File: src/rtl/core/c2f_pkg.sv
// Shared types, widths and helpers for the Cartesian to Frenet converter.
// No dependencies; imported by c2f_sqrt, c2f_div and cartesian_to_frenet.
package c2f_pkg;

	localparam int CW      = 32;             // coordinate width, Q.8 metres
	localparam int MAX_WP  = 256;            // waypoint slots
	localparam int AW      = $clog2(MAX_WP); // waypoint address
	localparam int NCW     = AW + 1;         // path length / chosen index
	localparam int IDXW    = 8;              // index field of an input item
	localparam int DW      = CW + 1;         // coordinate difference
	localparam int PW      = 2 * DW;         // product of two differences
	localparam int SW      = PW + 1;         // sum of two products, signed
	localparam int RW      = PW / 2;         // integer square root
	localparam int QW      = CW + 3;         // capped quotients and sums

	localparam int SEARCH_RADIUS = 25600000; // 100000 m in Q.8
	localparam logic [PW-1:0] RADIUS_SQ = PW'(SEARCH_RADIUS) * PW'(SEARCH_RADIUS);
	// Anything at or above this value saturates the outputs anyway
	localparam logic [QW-1:0] INNER_CAP = QW'(1) << (CW + 2);

	localparam logic [NCW-1:0] MIN_PATH = NCW'(2);
	localparam logic [NCW-1:0] MAX_PATH = NCW'(MAX_WP);

	localparam logic MODE_LOAD  = 1'b0;
	localparam logic MODE_QUERY = 1'b1;

	localparam logic CFG_PATH_LENGTH = 1'b0;
	localparam logic CFG_S_OFFSET    = 1'b1;

	typedef enum logic [1:0] {
		STATUS_OK       = 2'd0,
		STATUS_ZERO_LEN = 2'd1,
		STATUS_SAT      = 2'd2
	} status_t;

	typedef struct packed {
		logic                 mode;
		logic [IDXW-1:0]      index;
		logic signed [CW-1:0] x_position;
		logic signed [CW-1:0] y_position;
	} in_item_t;

	typedef struct packed {
		logic signed [CW-1:0] arc_length;
		logic signed [CW-1:0] lateral_offset;
		logic [IDXW-1:0]      segment;
		status_t              status;
	} out_item_t;

	typedef enum logic [5:0] {
		ST_IDLE,
		ST_SCAN_RD, ST_SCAN_SQX, ST_SCAN_SQY, ST_SCAN_CMP,
		ST_DIR_RD0, ST_DIR_RD1, ST_DIR_MX, ST_DIR_MY, ST_DIR_SIGN,
		ST_SEG_RD0, ST_SEG_RD1, ST_SEG_LX, ST_SEG_LY, ST_SEG_PX,
		ST_SEG_PY, ST_SEG_CX, ST_SEG_CY, ST_SEG_CR,
		ST_LEN, ST_LEN_W, ST_DIVP, ST_DIVP_W, ST_DIVC, ST_DIVC_W,
		ST_SUM_RD0, ST_SUM_RD1, ST_SUM_MX, ST_SUM_MY, ST_SUM_SQ, ST_SUM_W,
		ST_FIN
	} state_t;

	function automatic logic signed [DW-1:0] sdiff(input logic signed [CW-1:0] a,
			input logic signed [CW-1:0] b);
		return DW'(a) - DW'(b);
	endfunction

	// {flag, clamped value} for the signed CW-bit range
	function automatic logic [CW:0] saturate(input logic signed [QW+1:0] v);
		logic signed [QW+1:0] hi;
		logic signed [QW+1:0] lo;
		hi = {{(QW + 3 - CW){1'b0}}, {(CW - 1){1'b1}}};
		lo = ~hi;
		if (v > hi)
			return {1'b1, hi[CW-1:0]};
		else if (v < lo)
			return {1'b1, lo[CW-1:0]};
		else
			return {1'b0, v[CW-1:0]};
	endfunction

endpackage

File: src/rtl/core/c2f_div.sv
// Restoring divider, one quotient bit per cycle: round_half_up(num / den), capped.
// Depends on c2f_pkg for widths and the cap.
module c2f_div import c2f_pkg::*; (
	input  logic          clk,
	input  logic          arst_n,
	input  logic          start,
	input  logic [PW-1:0] num,
	input  logic [RW:0]   den,
	output logic          done,
	output logic [QW-1:0] quot
);
	localparam int NUMW = PW + 2;
	localparam int DVW  = RW + 2;
	localparam int REMW = RW + 3;
	localparam int CNTW = $clog2(NUMW + 1);

	logic            busy_q, done_q, ge;
	logic [CNTW-1:0] cnt_q;
	logic [NUMW-1:0] n_q, q_q, q_nx;
	logic [DVW-1:0]  dv_q;
	logic [REMW-1:0] rem_q, rem_sh, rem_nx;
	logic [QW-1:0]   quot_q;

	always_comb begin
		rem_sh = {rem_q[REMW-2:0], n_q[NUMW-1]};
		ge     = rem_sh >= REMW'(dv_q);
		rem_nx = ge ? rem_sh - REMW'(dv_q) : rem_sh;
		q_nx   = {q_q[NUMW-2:0], ge};
	end

	always_ff @(posedge clk or negedge arst_n) begin
		if (!arst_n) begin
			busy_q <= 1'b0;
			done_q <= 1'b0;
			cnt_q  <= '0;
		end else begin
			done_q <= 1'b0;
			if (start) begin
				busy_q <= 1'b1;
				cnt_q  <= CNTW'(NUMW);
			end else if (busy_q) begin
				cnt_q <= cnt_q - 1'b1;
				if (cnt_q == CNTW'(1)) begin
					busy_q <= 1'b0;
					done_q <= 1'b1;
				end
			end
		end
	end

	always_ff @(posedge clk) begin
		if (start) begin
			// (2*num + den) / (2*den) gives the half-up rounding
			n_q   <= NUMW'({num, 1'b0}) + NUMW'(den);
			dv_q  <= {den, 1'b0};
			rem_q <= '0;
			q_q   <= '0;
		end else if (busy_q) begin
			n_q   <= n_q << 1;
			rem_q <= rem_nx;
			q_q   <= q_nx;
			if (cnt_q == CNTW'(1))
				quot_q <= (q_nx >= NUMW'(INNER_CAP)) ? INNER_CAP : q_nx[QW-1:0];
		end
	end

	assign done = done_q;
	assign quot = quot_q;

endmodule

File: config.mk
export PLATFORM = sky130hd
export DESIGN_NAME = c2f_div
export DESIGN_NICKNAME = d
export VERILOG_FILES = /design/src/rtl/core/c2f_pkg.sv /design/src/rtl/core/c2f_div.sv
export SDC_FILE = /design/constraint.sdc
export NUM_CORES = 1
export LEC_CHECK = 0
export ABC_AREA = 1
export ABC_CLOCK_PERIOD_IN_PS = 8090
export BUFFER_PORTS_ARGS = -buffer_cell sky130_fd_sc_hd__buf_2
export CORE_MARGIN = 5
export CORE_UTILIZATION = 65
export CTS_BUF_LIST = sky130_fd_sc_hd__clkbuf_16
export DETAILED_ROUTE_END_ITERATION = 7
export GPL_ROUTABILITY_DRIVEN = 0
export MAX_ROUTING_LAYER = met4
export PLACE_DENSITY = 0.95
export SLEW_MARGIN = 20
export SYNTH_ARGS = -nofsm -noshare
export SYNTH_HDL_FRONTEND = slang
export SYNTH_SLANG_ARGS = --single-unit
File: constraint.sdc
create_clock -name clk -period 8.09 [get_ports clk]
set_clock_uncertainty 0.05 [all_clocks]
set_input_delay 0.4045 -clock clk [delete_from_list [all_inputs] [get_ports clk]]
set_output_delay 0.4045 -clock clk [all_outputs]
set_load 0.005 [all_outputs]
==> metrics.yaml <==
run_status:
  status: "finished, violations left"
  violations: "design-rule violations"
yosys:
  async_flop_share_pct: 3.63
  synthDistinctLibCells: 45
  ys_seq_area_share_pct: 40.3
  synthCells: 2241
  avgSynthCellArea_um2: 7.06
  ys_seq_elements: 248
  synth_flop_cell: "edfxtp_1"
  syn-cell-area_um2: 15800
  synth_edf_count: 137
  yosys_warnings: 0
  syn-num-nets: 2415
detailed_routing:
  drc: 94
  wire_per_inst_um: 20.1
  first_iter_violations: 2898
  drtPass1Iterations: 8
  routed_via_density: 6.37
  drt.antenna.violating_nets: 0
  vias: 17300
  routed_wl_um: 54800
clock_network:
  cts_tree: "yes"
  clockBufferDepth: 3
  cts_root_buffer: "clkbuf_16"
  cts-resized-gates: 0
  cts_buffers: 27
  clk_latency_ns: 0.56
  cts_sinks: 248
  path_clk_slew_ns: 0.07
  htree_num_levels: 1
  post_cts_buffers: 0
  ctsHoldBuffers: 4
sta:
  hold_viol: 0
  setup_violations: 0
  final-max-slew-violation-count: 0
  period_share_pct: 39.5
  finalSetupTns_ns: 0
  min_period_ns: 3.20
  relSlewSlack_pct: 29.8
  rsz0062_at_grt: "false"
  worst_pin_slew_ns: 1.05
  clock.fmax_mhz: 313
layout:
  fin_util_pct: 73.5
  syn_to_final_growth_pct: 12.0
  drive_gt1_share_pct: 9.70
  final_cells: 2722
  final_common_cell: "nand2_1"
  final_nets: 2544
  layout_common_cells: "nand2_1 (711), inv_1 (374), nor2_1 (187), nand3_1 (158), buf_2 (138)"
critical_path:
  crit_family: "buffers and inverters"
  crit_type: "register to register"
  cp.arrival_ns: 3.57
  critPathSlowestCell: "clkinv_2"
  critPathBufInv: 3
  required_ns: 8.46
  endpoint_kind: "register"
  worstPathCellList: "buf_4, inv_1, nor2_1, clkinv_2, o22ai_1"
  path_depth: 5
  cp-start-kind: "register"
  slowest_delay_ns: 0.84
  crit_fanout: 71
  reg2reg_depth: 5
flow_run:
  cap_violations: 0
pwr:
  p_leak_nw: 8.70
  irDropWorstVdd_mv: 0.175
  power_density_nw_per_um2: 255
  power_mw: 4.52
floorplanning:
  rows: 57
  core-area_um2: 24100
  die_y_um: 166
  die_w_um: 166
  die_area_um2: 27600
  ios: 139
  initial_utilization_pct: 65.6
global_route:
  grt_usage_pct: 38.6
  grt_max_degree: 99
  gr-total-overflow: 0
  first_global_vias: 16600
  grt_first_pass_wirelength_um: 84800
  antenna_found_initial: 7
placed_design:
  place_inst: 2660
  place_hpwl_um: 35100
  portBuffers: 138
min_path:
  hold_depth: 1
  hold_path.class: "input port to register"
## sequential cells by signal, indices dropped and copies added, names as in the netlist
register,cells
busy_q,1
cnt_q,7
done,1
dv_q,34
n_q,68
q_q,67
quot,35
rem_q,35
## where the power goes
part           internal, mW  switching [mW]
clock                 0.706           0.566
combinational         0.532            1.11
sequential             1.49           0.109
total                  2.73            1.79
## cells by family after synthesis
| family | Yosys count | share of synthesized area (%) |
|---|---|---|
| compound gates | 247 | 8.78 |
| xor+xnor | 43 | 2.38 |
| fa+ha+maj | 71 | 5.71 |
| buf+inv | 432 | 10.5 |
| flops | 248 | 40.3 |
| simple gates | 1200 | 32.3 |
## path summary, 6_finish.rpt
| kind | startpoint | endpoint | slack, ns |
|---|---|---|---|
| setup reg to reg | busy_q | q_q[15] | 4.89 |
| hold reg to reg | rem_q[29] | rem_q[29] | 0.43 |
| max in group asynchronous | arst_n | cnt_q[2] | 7.54 |
| min in group asynchronous | arst_n | cnt_q[4] | 0.25 |
| hold / removal | den[1] | dv_q[2] | 0.006 |
| setup / recovery | busy_q | q_q[15] | 4.89 |
## layout make-up
type	count	area, um2
Fill cell	1671	6390
Sequential cell	248	6380
Inverter	381	1440
Clock buffer	28	701
Tap cell	324	405
Clock inverter	22	200
Multi-Input combinational cell	1561	7780
Antenna cell	7	17.5
Timing Repair Buffer	151	801
## routing by layer
layer	vias to the layer above	track usage, %	wire, um
li1	7519	-	-
met1	7634	45.2	18100
met2	1639	59.5	24000
met3	547	8.36	7460
met4	0	26.2	5170
met5	-	-	0
## through the flow
step                hold slack [ns]  worst slack [ns]  cell area, um2
floorplan                    0.0589              4.18           15800
global route               0.000751              4.74           17700
global placement              0.213              5.05           16700
finish                      0.00609              4.89           17700
detailed placement            0.215              4.87           16700
CTS                        0.000128              5.13           17700
## Yosys cell counts (33+ instances only)
cell type / instances / area (um2)
nand3_1: 158 / 791
inv_1: 373 / 1400
o22ai_1: 68 / 425
nor2_1: 187 / 702
o21ai_0: 74 / 370
a21oi_1: 72 / 360
dfxtp_1: 102 / 2040
ha_1: 69 / 863
clkbuf_1: 36 / 135
nor3_1: 35 / 175
nand4_1: 57 / 357
nand2_1: 711 / 2670
xnor2_1: 33 / 289
edfxtp_1: 137 / 4110
Note: power is estimated with default switching activity, not from simulation.
