===== config.mk =====
export PLATFORM = sky130hd
export DESIGN_NAME = c2f_sqrt
export DESIGN_NICKNAME = d
export VERILOG_FILES = /design/src/rtl/core/c2f_pkg.sv /design/src/rtl/core/c2f_sqrt.sv
export SDC_FILE = /design/constraint.sdc
export NUM_CORES = 1
export LEC_CHECK = 0
export BUFFER_PORTS_ARGS = -buffer_cell sky130_fd_sc_hd__buf_2
export CORE_MARGIN = 2
export CORE_UTILIZATION = 40
export CTS_CLUSTER_DIAMETER = 100
export CTS_CLUSTER_SIZE = 25
export DETAILED_ROUTE_END_ITERATION = 12
export GPL_ROUTABILITY_DRIVEN = 0
export PLACE_DENSITY = 0.61
export SYNTH_ARGS = -nofsm -noshare
export SYNTH_HDL_FRONTEND = slang
export SYNTH_SLANG_ARGS = --single-unit

===== constraint.sdc =====
create_clock -name clk -period 4.77 [get_ports clk]
set_input_delay 0.954 -clock clk [delete_from_list [all_inputs] [get_ports clk]]
set_output_delay 0.954 -clock clk [all_outputs]
set_load 0.05 [all_outputs]

===== src/rtl/core/c2f_pkg.sv =====
// Shared types, widths and helpers for the Cartesian to Frenet converter.
// No dependencies; imported by c2f_sqrt, c2f_div and cartesian_to_frenet.
package c2f_pkg;

	localparam int CW      = 32;             // coordinate width, Q.8 metres
	localparam int MAX_WP  = 256;            // waypoint slots
	localparam int AW      = $clog2(MAX_WP); // waypoint address
	localparam int NCW     = AW + 1;         // path length / chosen index
	localparam int IDXW    = 8;              // index field of an input item
	localparam int DW      = CW + 1;         // coordinate difference
	localparam int PW      = 2 * DW;         // product of two differences
	localparam int SW      = PW + 1;         // sum of two products, signed
	localparam int RW      = PW / 2;         // integer square root
	localparam int QW      = CW + 3;         // capped quotients and sums

	localparam int SEARCH_RADIUS = 25600000; // 100000 m in Q.8
	localparam logic [PW-1:0] RADIUS_SQ = PW'(SEARCH_RADIUS) * PW'(SEARCH_RADIUS);
	// Anything at or above this value saturates the outputs anyway
	localparam logic [QW-1:0] INNER_CAP = QW'(1) << (CW + 2);

	localparam logic [NCW-1:0] MIN_PATH = NCW'(2);
	localparam logic [NCW-1:0] MAX_PATH = NCW'(MAX_WP);

	localparam logic MODE_LOAD  = 1'b0;
	localparam logic MODE_QUERY = 1'b1;

	localparam logic CFG_PATH_LENGTH = 1'b0;
	localparam logic CFG_S_OFFSET    = 1'b1;

	typedef enum logic [1:0] {
		STATUS_OK       = 2'd0,
		STATUS_ZERO_LEN = 2'd1,
		STATUS_SAT      = 2'd2
	} status_t;

	typedef struct packed {
		logic                 mode;
		logic [IDXW-1:0]      index;
		logic signed [CW-1:0] x_position;
		logic signed [CW-1:0] y_position;
	} in_item_t;

	typedef struct packed {
		logic signed [CW-1:0] arc_length;
		logic signed [CW-1:0] lateral_offset;
		logic [IDXW-1:0]      segment;
		status_t              status;
	} out_item_t;

	typedef enum logic [5:0] {
		ST_IDLE,
		ST_SCAN_RD, ST_SCAN_SQX, ST_SCAN_SQY, ST_SCAN_CMP,
		ST_DIR_RD0, ST_DIR_RD1, ST_DIR_MX, ST_DIR_MY, ST_DIR_SIGN,
		ST_SEG_RD0, ST_SEG_RD1, ST_SEG_LX, ST_SEG_LY, ST_SEG_PX,
		ST_SEG_PY, ST_SEG_CX, ST_SEG_CY, ST_SEG_CR,
		ST_LEN, ST_LEN_W, ST_DIVP, ST_DIVP_W, ST_DIVC, ST_DIVC_W,
		ST_SUM_RD0, ST_SUM_RD1, ST_SUM_MX, ST_SUM_MY, ST_SUM_SQ, ST_SUM_W,
		ST_FIN
	} state_t;

	function automatic logic signed [DW-1:0] sdiff(input logic signed [CW-1:0] a,
			input logic signed [CW-1:0] b);
		return DW'(a) - DW'(b);
	endfunction

	// {flag, clamped value} for the signed CW-bit range
	function automatic logic [CW:0] saturate(input logic signed [QW+1:0] v);
		logic signed [QW+1:0] hi;
		logic signed [QW+1:0] lo;
		hi = {{(QW + 3 - CW){1'b0}}, {(CW - 1){1'b1}}};
		lo = ~hi;
		if (v > hi)
			return {1'b1, hi[CW-1:0]};
		else if (v < lo)
			return {1'b1, lo[CW-1:0]};
		else
			return {1'b0, v[CW-1:0]};
	endfunction

endpackage


===== src/rtl/core/c2f_sqrt.sv =====
// Iterative integer square root, two radicand bits per cycle, rounded to nearest.
// Depends on c2f_pkg for widths.
module c2f_sqrt import c2f_pkg::*; (
	input  logic          clk,
	input  logic          arst_n,
	input  logic          start,
	input  logic [PW-1:0] radicand,
	output logic          done,
	output logic [RW:0]   root
);
	localparam int REMW = RW + 4;
	localparam int CNTW = $clog2(RW + 1);

	logic            busy_q, done_q;
	logic [CNTW-1:0] cnt_q;
	logic [PW-1:0]   v_q;
	logic [REMW-1:0] rem_q, rem_sh, trial, rem_nx;
	logic [RW-1:0]   r_q, r_nx;
	logic [RW:0]     root_q;

	always_comb begin
		rem_sh = {rem_q[REMW-3:0], v_q[PW-1 -: 2]};
		trial  = REMW'({r_q, 2'b01});
		if (rem_sh >= trial) begin
			rem_nx = rem_sh - trial;
			r_nx   = {r_q[RW-2:0], 1'b1};
		end else begin
			rem_nx = rem_sh;
			r_nx   = {r_q[RW-2:0], 1'b0};
		end
	end

	always_ff @(posedge clk or negedge arst_n) begin
		if (!arst_n) begin
			busy_q <= 1'b0;
			done_q <= 1'b0;
			cnt_q  <= '0;
		end else begin
			done_q <= 1'b0;
			if (start) begin
				busy_q <= 1'b1;
				cnt_q  <= CNTW'(RW);
			end else if (busy_q) begin
				cnt_q <= cnt_q - 1'b1;
				if (cnt_q == CNTW'(1)) begin
					busy_q <= 1'b0;
					done_q <= 1'b1;
				end
			end
		end
	end

	always_ff @(posedge clk) begin
		if (start) begin
			v_q   <= radicand;
			rem_q <= '0;
			r_q   <= '0;
		end else if (busy_q) begin
			v_q   <= v_q << 2;
			rem_q <= rem_nx;
			r_q   <= r_nx;
			// remainder above the root means the true root lies past the half step
			if (cnt_q == CNTW'(1))
				root_q <= (rem_nx > REMW'(r_nx)) ? {1'b0, r_nx} + 1'b1 : {1'b0, r_nx};
		end
	end

	assign done = done_q;
	assign root = root_q;

endmodule


==> impl_metrics.py, run 1 <==
metrics = {
    "final_layout": {
        "layout_common_cells": "buf_4 (243), buf_2 (102), edfxtp_1 (100)",
        "drive_above_1_share_pct": 47.8,
        "antenna_cells": 0,
        "area_growth_syn_to_layout_pct": 42.8,
        "layout_commonest_cell": "buf_4",
        "final_nets": 1461,
        "fin_cells": 1669,
    },
    "run_status": {
        "status": "finished with violations",
        "violations": "negative setup slack",
    },
    "clock_tree": {
        "clock_latency_ns": 0.45,
        "clkTransAtPathRegs_ns": 0.08,
        "ctsHtreeMaxLevel": 4,
        "cts_hold_buf": 0,
        "clockRootBuffer": "clkbuf_16",
        "cts_tree": "built",
        "clockBufferDepth": 2,
        "cts.sinks": 176,
        "cts_buffers": 17,
    },
    "logic_synthesis": {
        "syn_avg_cell_area_um2": 10.6,
        "synth_top_cell_by_area": "edfxtp_1",
        "synth_cell_types": 60,
        "synth.top_cell.area_share_pct": 28.9,
        "synth_fp_nets": 1125,
        "ys.warnings.count": 0,
        "seq_area_frac_synth_pct": 43.9,
        "synth_area_um2": 10400,
        "synth_top_cells_by_area": "edfxtp_1 (29%), dfxtp_1 (13%), ha_1 (8.5%), mux2_2 (8.2%), mux2i_1 (6.0%)",
        "synth_cells": 985,
        "ys_ff_latch": 176,
    },
    "placement": {
        "dp_slack_ns": -0.535,
        "port_buffers": 103,
        "dp_hpwl_um": 19000,
        "dpl.cell_count": 1611,
    },
    "sta": {
        "fin_crit_sh_pct": 104,
        "fmax_mhz": 202,
        "min_period_ns": 4.94,
        "hold_slack_ns": 0.340,
        "rsz0062_at_grt": "true",
        "fin_ws_ns": -0.175,
        "finClkSkew_ns": 0.0126,
        "final.setup.tns_ns": -3.51,
        "worst_pin_slew_ns": 1.02,
        "setup_violations": 34,
        "maxSlewViolCount": 0,
        "timing.slew.headroom_pct": 32.1,
        "finalHoldViolCount": 0,
    },
    "power_and_ir_drop": {
        "p_total_mw": 12.3,
        "powerDensity_nw_per_um2": 826,
        "p_leak_nw": 6.46,
        "peakVddDrop_mv": 0.551,
    },
    "setup_path": {
        "critical_path.slowest_cell": "dfxtp_1",
        "crit_path_end_kind": "register",
        "critical_path_arrival_ns": 5.15,
        "crit_type": "register to register",
        "cp.buffers_inverters": 2,
        "cp.required_ns": 4.97,
        "crit_fanout": 7,
        "crit_chain": "ha_4 > a21o_1 > a21o_1 > a21o_1 > and2_1 > or2_1 > o21ai_0 > nand2b_1 > a221oi_2 > xnor2_1 > mux2_2 > ha_1 > a21o_1 > a21oi_2 > nor2b_1 > o21ai_1 > nand2_1 > a21oi_2 > o221ai_2 > nor4b_4 > buf_6 > buf_12 > mux2_4",
        "startpoint_type": "register",
        "crit_top_cell": "a21o_1",
        "cp_slowest_stage_delay_ns": 0.38,
        "crit_family": "compound AO/OA/AOI/OAI gates",
    },
    "job": {
        "cap_violations": 0,
    },
    "global_route": {
        "grt_pass1_vias": 8749,
        "grt_start_max_net_pins": 88,
        "grtUsageTotal_pct": 20.6,
        "antenna_found_initial": 0,
        "grt.overflow.total": 0,
        "grt_pass1_wl_um": 44300,
    },
    "die": {
        "die-area_um2": 27300,
        "die-width_um": 165,
        "core.rowCount": 59,
        "start_util_pct": 40.3,
        "ios": 104,
        "die_y_um": 165,
        "core-area_um2": 25800,
    },
    "route": {
        "detail_route.wirelength_um": 27700,
        "drt.antenna.violating_nets": 0,
        "drc": 0,
        "drt_iter0_markers": 415,
        "vias": 8624,
        "vias_per_cell": 5.17,
        "wl_per_cell_um": 16.6,
        "first_pass_iters": 5,
    },
    "hold_path": {
        "hp-class": "primary input to async pin",
    },
}
cells in the mapped netlist, drive strengths merged:
cell     instances
ha              71
a2111o           1
mux2            77
buf             19
nand3           15
a21o            27
o31a             2
nor3            22
o31ai            3
dfxtp           68
dfrtp            8
o221ai           3
and3             6
and2             6
nor2           103
a211oi           6
a22oi            1
nor3b            2
o22ai            1
a31o             1
nand2b           7
a41oi            1
nor4b            1
a21oi           49
o21bai           4
o211ai           4
or2              1
nor2b            9
a2111oi          4
xnor2           59
xor2            10
edfxtp         100
nand4           21
a221oi           2
o21ai           48
nor4            20
o21a             3
nand2           56
inv             47
a31oi            6
mux2i           62
clkbuf          26
or3              3
worst reg2reg max path: stages (launching register included):
cell and delay (ns):
dfxtp_1 0.38, ha_4 0.23, a21o_1 0.18, a21o_1 0.17, a21o_1 0.18, and2_1 0.19, or2_1 0.25, o21ai_0 0.17
nand2b_1 0.12, a221oi_2 0.27, xnor2_1 0.09, mux2_2 0.29, ha_1 0.31, a21o_1 0.20, a21oi_2 0.11, nor2b_1 0.05
o21ai_1 0.19, nand2_1 0.12, a21oi_2 0.17, o221ai_2 0.12, nor4b_4 0.27, buf_6 0.19, buf_12 0.16, mux2_4 0.30
registers in the layout (all words and copies together), names as in the netlist:
register,cells
done,1
root,34
busy_q,1
cnt_q,6
rem_q,35
r_q,33
v_q,66
worst paths after layout:
path	from	end	slack, ns	cells past startpoint
hold / removal	arst_n	done	0.34	1
hold reg to reg	r_q[32]	r_q[32]	0.51	2
max in group asynchronous	arst_n	busy_q	4.23	1
min in group clk	r_q[32]	r_q[32]	0.51	2
setup reg to reg	rem_q[12]	root[1]	-0.17	23
setup / recovery	rem_q[12]	root[1]	-0.17	23
power breakdown:
part,switching [mW],internal [mW]
Clock,0.763,0.735
Combinational,4.21,4.45
Sequential,0.179,1.95
Total,5.15,7.14
cell families after synthesis:
logic type               after synthesis  synth area share (%)
AO/OA/AOI/OAI                        166                  10.1
buffers and inverters                 92                  3.65
multiplexers                         139                  14.3
adder cells (fa/ha/maj)               71                  8.54
flip-flops                           176                  43.9
AND/OR/NAND/NOR                      272                  13.6
XOR/XNOR                              69                  5.95
cell type report:
type,count,area (um2)
Clock inverter,15,211
Multi-Input combinational cell,717,6390
Inverter,47,186
Tap cell,335,419
Fill cell,2203,11000
Sequential cell,176,4590
Timing Repair Buffer,362,2640
Clock buffer,17,425
stage by stage:
step                util, %  cell area (um2)
floorplan                 -            10700
global placement       50.9            13200
detailed placement     50.9            13200
CTS                    55.2            14300
global route           57.5            14900
finish                 57.5            14900
repair_timing:
item                       4_1_cts  5_1_grt
gates cloned                     2        2
pin swaps                       23       57
resized for setup               77       87
buffers inserted                11       12
setup endpoints to repair       34       34
metal layers:
layer	wire [um]	global-route usage, %	up-vias
met5	0	0	-
met4	643	5.96	0
met3	1340	4.25	50
met2	13000	34.5	205
met1	12700	26.9	4113
li1	-	-	4256
(Power assumes the default switching activity.)
==> inputs of run 2 (changes only) <==
==> constraint.sdc (replaced) <==
create_clock -name clk -period 4.4 [get_ports clk]
set_input_delay 0.88 -clock clk [delete_from_list [all_inputs] [get_ports clk]]
set_output_delay 0.88 -clock clk [all_outputs]
set_load 0.05 [all_outputs]
==> impl_metrics.py, run 2 (synthesis results as in run 1) <==
metrics = {
    "die": {
        "core.rowCount": 59,
        "die_y_um": 165,
        "start_util_pct": 40.3,
        "ios": 104,
        "die-width_um": 165,
        "core-area_um2": 25800,
        "die-area_um2": 27300,
    },
    "sta": {
        "finalHoldViolCount": 0,
        "finClkSkew_ns": 0.0161,
        "min_period_ns": 5.02,
        "rsz0062_at_grt": "true",
        "fmax_mhz": 199,
        "fin_crit_sh_pct": 114,
        "worst_pin_slew_ns": 0.961,
        "setup_violations": 34,
        "maxSlewViolCount": 0,
        "fin_ws_ns": -0.623,
        "hold_slack_ns": 0.269,
        "timing.slew.headroom_pct": 36.0,
    },
    "route": {
        "first_pass_iters": 5,
        "drc": 0,
        "drt.antenna.violating_nets": 0,
        "drt_iter0_markers": 407,
        "vias_per_cell": 5.17,
        "wl_per_cell_um": 16.9,
        "vias": 8742,
        "detail_route.wirelength_um": 28600,
    },
    "global_route": {
        "grt_start_max_net_pins": 55,
        "antenna_found_initial": 0,
        "grt.overflow.total": 0,
        "grt_pass1_vias": 8912,
        "grtUsageTotal_pct": 21.1,
        "grt_pass1_wl_um": 44800,
    },
    "setup_path": {
        "cp.required_ns": 4.59,
        "startpoint_type": "register",
        "cp.buffers_inverters": 7,
        "crit_type": "register to register",
        "critical_path.slowest_cell": "a2111oi_4",
        "crit_fanout": 7,
        "crit_path_end_kind": "register",
        "crit_top_cell": "buf_4",
        "critical_path_arrival_ns": 5.21,
        "cp_slowest_stage_delay_ns": 0.35,
        "crit_family": "compound AO/OA/AOI/OAI gates",
    },
    "power_and_ir_drop": {
        "p_leak_nw": 6.63,
        "powerDensity_nw_per_um2": 913,
        "p_total_mw": 13.8,
        "peakVddDrop_mv": 0.524,
    },
    "clock_tree": {
        "cts_hold_buf": 0,
        "cts.sinks": 176,
        "cts_tree": "built",
        "clock_latency_ns": 0.45,
        "clkTransAtPathRegs_ns": 0.08,
        "clockBufferDepth": 2,
        "ctsHtreeMaxLevel": 4,
        "clockRootBuffer": "clkbuf_16",
        "cts_buffers": 17,
    },
    "placement": {
        "postPlaceCellArea_um2": 13400,
        "dpl.cell_count": 1622,
        "dp_hpwl_um": 19900,
        "port_buffers": 103,
    },
    "final_layout": {
        "design_area_um2": 15100,
        "layout_commonest_cell": "buf_4",
        "largest_reg_flops": 66,
        "antenna_cells": 0,
        "utilization_pct": 58.6,
        "area_growth_syn_to_layout_pct": 45.6,
        "n_fill_cell": 2141,
        "seqCellArea_um2": 4590,
        "multi_input_area_um2": 6510,
        "fin_cells": 1692,
        "top_register": "v_q",
        "drive_above_1_share_pct": 48.9,
        "layout_common_cells": "buf_4 (259), buf_2 (102), edfxtp_1 (100)",
        "final_nets": 1484,
    },
    "run_status": {
        "violations": "negative setup slack",
        "status": "finished with violations",
    },
    "job": {
        "cap_violations": 0,
    },
    "hold_path": {
        "hp-class": "primary input to async pin",
    },
}
run 2: cell types whose count changed in the layout (fill, tap and decap cells not counted), moves of 3 or more:
cell,before,now
buf_4,243,259
buf_6,7,12
buf_8,0,5
dfxtp_1,50,55
dfxtp_2,17,12
ha_1,40,37
ha_4,30,33
nor3_2,7,3
nor3_4,11,14
o21ai_0,28,21
o21ai_1,12,15
o21ai_4,1,4
xnor2_1,53,50
xnor2_2,6,9
run 2: power breakdown:
part,switching (mW),internal [mW]
logic,4.68,5.17
registers,0.220,2.11
clock network,0.858,0.799
total,5.76,8.08
run 2: final timing paths:
check                         from  endpoint  cells past startpoint  slack (ns)
max                         r_q[5]  root[28]                     25       -0.62
min                         arst_n      done                      1        0.27
max reg2reg                 r_q[5]  root[28]                     25       -0.62
min reg2reg                r_q[32]   r_q[32]                      2        0.52
max in group asynchronous   arst_n    busy_q                      1        3.94
min in group clk           r_q[32]   r_q[32]                      2        0.52
run 2: repair_timing:
action,4_1_cts,5_1_grt
pin swaps,54,63
gates cloned,1,0
setup buffers,21,18
endpoints found under the setup margin,34,34
resized for setup,88,85
run 2: layout make-up:
cell class / count / share of cell area (%)
multi-input combinational: 717 / 43.0
clock inverter: 15 / 1.43
sequential: 176 / 30.3
inverter: 47 / 1.21
tap: 335 / 2.77
timing repair buffer: 385 / 18.5
clock buffer: 17 / 2.81
run 2: worst reg2reg max path, cell delays in order (launching register included):
cell and delay [ns]:
dfxtp_2 0.34, inv_2 0.05, ha_4 0.28, nand4_1 0.20, a221oi_2 0.25, buf_4 0.17, o21ai_4 0.08, a21oi_4 0.22
o21bai_4 0.10, a21o_4 0.27, buf_6 0.15, mux2_4 0.32, ha_4 0.22, nand4_1 0.19, nor2_2 0.07, buf_4 0.14
a2111oi_4 0.35, o211ai_1 0.15, a21oi_2 0.15, o221ai_2 0.13, nor4b_4 0.31, buf_4 0.18, buf_6 0.13, buf_12 0.15
nor4_4 0.06, xnor2_1 0.13
run 2: routing by layer:
layer | track usage, % | routed length [um] | vias to the layer above
met1 | 25.8 | 12400 | 4206
met2 | 37.2 | 14200 | 209
met4 | 6.94 | 639 | 0
met5 | 0 | 0 | -
li1 | - | - | 4279
met3 | 4.20 | 1380 | 48
run 2: per-stage QoR:
step | setup WS [ns] | setup TNS (ns)
floorplan | -0.340 | -8.92
global placement | -1.15 | -36.61
detailed placement | -1.15 | -36.47
CTS | -0.617 | -19.57
global route | -0.859 | -27.25
finish | -0.623 | -19.46
==> inputs of run 3 (changes only) <==
--- a/config.mk
+++ b/config.mk
@@ -7,12 +7,12 @@
 export LEC_CHECK = 0
 export BUFFER_PORTS_ARGS = -buffer_cell sky130_fd_sc_hd__buf_2
 export CORE_MARGIN = 2
-export CORE_UTILIZATION = 40
+export CORE_UTILIZATION = 54
 export CTS_CLUSTER_DIAMETER = 100
 export CTS_CLUSTER_SIZE = 25
 export DETAILED_ROUTE_END_ITERATION = 12
 export GPL_ROUTABILITY_DRIVEN = 0
-export PLACE_DENSITY = 0.61
+export PLACE_DENSITY = 0.78
 export SYNTH_ARGS = -nofsm -noshare
 export SYNTH_HDL_FRONTEND = slang
 export SYNTH_SLANG_ARGS = --single-unit
==> constraint.sdc (replaced) <==
create_clock -name clk -period 4.4 [get_ports clk]
set_input_delay 0.22 -clock clk [delete_from_list [all_inputs] [get_ports clk]]
set_output_delay 0.22 -clock clk [all_outputs]
set_load 0.05 [all_outputs]
==> impl_metrics.py, run 3 (synthesis results as in run 1) <==
metrics = {
    "final_layout": {
        "top_register": "v_q",
        "largest_reg_flops": 66,
        "layout_commonest_cell": "buf_4",
        "n_fill_cell": 1055,
        "final_nets": 1474,
        "area_growth_syn_to_layout_pct": 40.6,
        "antenna_cells": 0,
        "utilization_pct": 77.7,
        "fin_cells": 1607,
        "layout_common_cells": "buf_4 (258), buf_2 (102), edfxtp_1 (100)",
        "drive_above_1_share_pct": 45.4,
    },
    "setup_path": {
        "crit_family": "simple AND/OR/NAND/NOR gates",
        "r2r-start": "r_q[18]",
        "crit_path_end_kind": "register",
        "crit_chain": "inv_1 > ha_4 > a21oi_1 > o21ai_0 > a31oi_1 > nor2b_2 > a21o_2 > buf_4 > o21ai_0 > ha_1 > nand4_1 > nor2_2 > nand3_2 > nor4_4 > o221ai_2 > nor4b_4 > buf_4 > mux2_4",
        "crit_fanout": 15,
        "cp.buffers_inverters": 3,
        "cp.required_ns": 4.59,
        "startpoint_type": "register",
        "critical_path_arrival_ns": 5.60,
        "cp_slowest_stage_delay_ns": 0.42,
        "critical_path.slowest_cell": "nor4b_4",
        "crit_type": "register to register",
        "startpoint": "r_q[18]",
    },
    "clock_tree": {
        "cts_buffers": 17,
        "cts_tree": "built",
        "cts.sinks": 176,
        "ctsHtreeMaxLevel": 4,
        "clock_latency_ns": 0.44,
        "clockRootBuffer": "clkbuf_16",
        "clkTransAtPathRegs_ns": 0.08,
        "clockBufferDepth": 2,
    },
    "route": {
        "met2_length_um": 15300,
        "dr_wl_met3_um": 1950,
        "vias": 9391,
        "detail_route.wirelength_um": 30800,
        "wl_per_cell_um": 19.2,
        "vias_per_cell": 5.84,
        "drt.antenna.violating_nets": 0,
        "wl_met1_um": 12200,
        "drc": 0,
        "top_layer": "met4",
        "first_pass_iters": 8,
        "drt_iter0_markers": 1029,
    },
    "sta": {
        "setup_violations": 34,
        "maxSlewViolCount": 0,
        "fmax_mhz": 185,
        "finalHoldViolCount": 0,
        "finClkSkew_ns": 0.0144,
        "fin_ws_ns": -1.01,
        "worst_pin_slew_ns": 0.897,
        "fin_crit_sh_pct": 123,
        "timing.slew.headroom_pct": 40.1,
        "final.setup.tns_ns": -32.56,
        "min_period_ns": 5.41,
        "rsz0062_at_grt": "true",
    },
    "global_route": {
        "antenna_found_initial": 1,
        "grt.overflow.total": 0,
        "grt_start_max_net_pins": 74,
        "grt_pass1_wl_um": 45900,
        "grtUsageTotal_pct": 28.7,
        "grt_pass1_vias": 9257,
    },
    "hold_path": {
        "hold_start": "radicand[1]",
        "hp-class": "primary input to register",
    },
    "placement": {
        "dpl.cell_count": 1546,
        "dp_hpwl_um": 18900,
        "port_buffers": 103,
    },
    "die": {
        "die-width_um": 143,
        "die_y_um": 143,
        "start_util_pct": 55.3,
        "ios": 104,
        "die-area_um2": 20400,
        "core.rowCount": 50,
        "core-area_um2": 18800,
    },
    "power_and_ir_drop": {
        "p_leak_nw": 6.48,
        "peakVddDrop_mv": 0.546,
        "powerDensity_nw_per_um2": 891,
        "p_total_mw": 13.0,
    },
    "job": {
        "cap_violations": 0,
    },
    "run_status": {
        "status": "finished with violations",
        "violations": "negative setup slack",
    },
}
[run 3: changes by cell type in the layout (fill, tap and decap cells not counted), moves of 6 or more]
cell | before | now
ha_1 | 37 | 44
xnor2_2 | 9 | 3
buf_6 | 12 | 4
ha_4 | 33 | 26
o21ai_0 | 21 | 32
[run 3: area by class of cell]
cell class / count / area, um2 / share of cell area, %
Clock inverter: 15 / 190 / 1.30
Multi-Input combinational cell: 719 / 6240 / 42.7
Tap cell: 260 / 325 / 2.22
Clock buffer: 17 / 425 / 2.91
Sequential cell: 176 / 4590 / 31.4
Inverter: 47 / 186 / 1.27
Timing Repair Buffer: 373 / 2670 / 18.3
[run 3: through the flow]
stage          setup WS, ns  area, um2  hold WS (ns)
2_1_floorplan        -0.340      10800       -0.0756
3_3_place_gp         -0.922      13200        0.0701
3_5_place_dp          -1.14      13200        0.0722
4_1_cts              -0.784      14300        0.0442
5_1_grt               -1.17      14600        0.0452
6_report              -1.01      14600        0.0537
[run 3: worst paths after layout]
kind                           end  slack (ns)  depth (start not counted)
setup / recovery           root[1]       -1.01                         18
hold / removal              v_q[1]        0.05                          2
setup reg to reg           root[1]       -1.01                         18
hold reg to reg            r_q[32]        0.54                          2
max in group asynchronous   busy_q        4.03                          2
min in group asynchronous     done        0.17                          2
[run 3: power by group]
part           switching, mW  internal [mW]
clock network          0.795          0.774
logic                   4.62           4.53
registers              0.204           2.11
[run 3: worst reg2reg max path, delay by kind of cell (launching register included)]
kind	cells	cell delay (ns)
buffers and inverters	3	0.63
muxes	1	0.32
DFF	1	0.34
AOI/OAI and AO/OA	6	1.63
adders and majority gates	2	0.57
and+or+nand+nor	6	1.66
[run 3: timing repair]
item,in CTS,in global routing
gates resized for setup,52,47
hold buffers,1,0
setup endpoints to repair,34,34
pin swaps,46,31
hold endpoints to repair,8,0
cloned,4,0
setup buffers,9,16
[run 3: routing by layer]
| layer | GRT usage (%) | vias to the layer above |
|---|---|---|
| li1 | - | 4274 |
| met1 | 35.0 | 4526 |
| met2 | 49.4 | 464 |
| met3 | 6.00 | 127 |
| met4 | 11.8 | 0 |
| met5 | 0 | - |
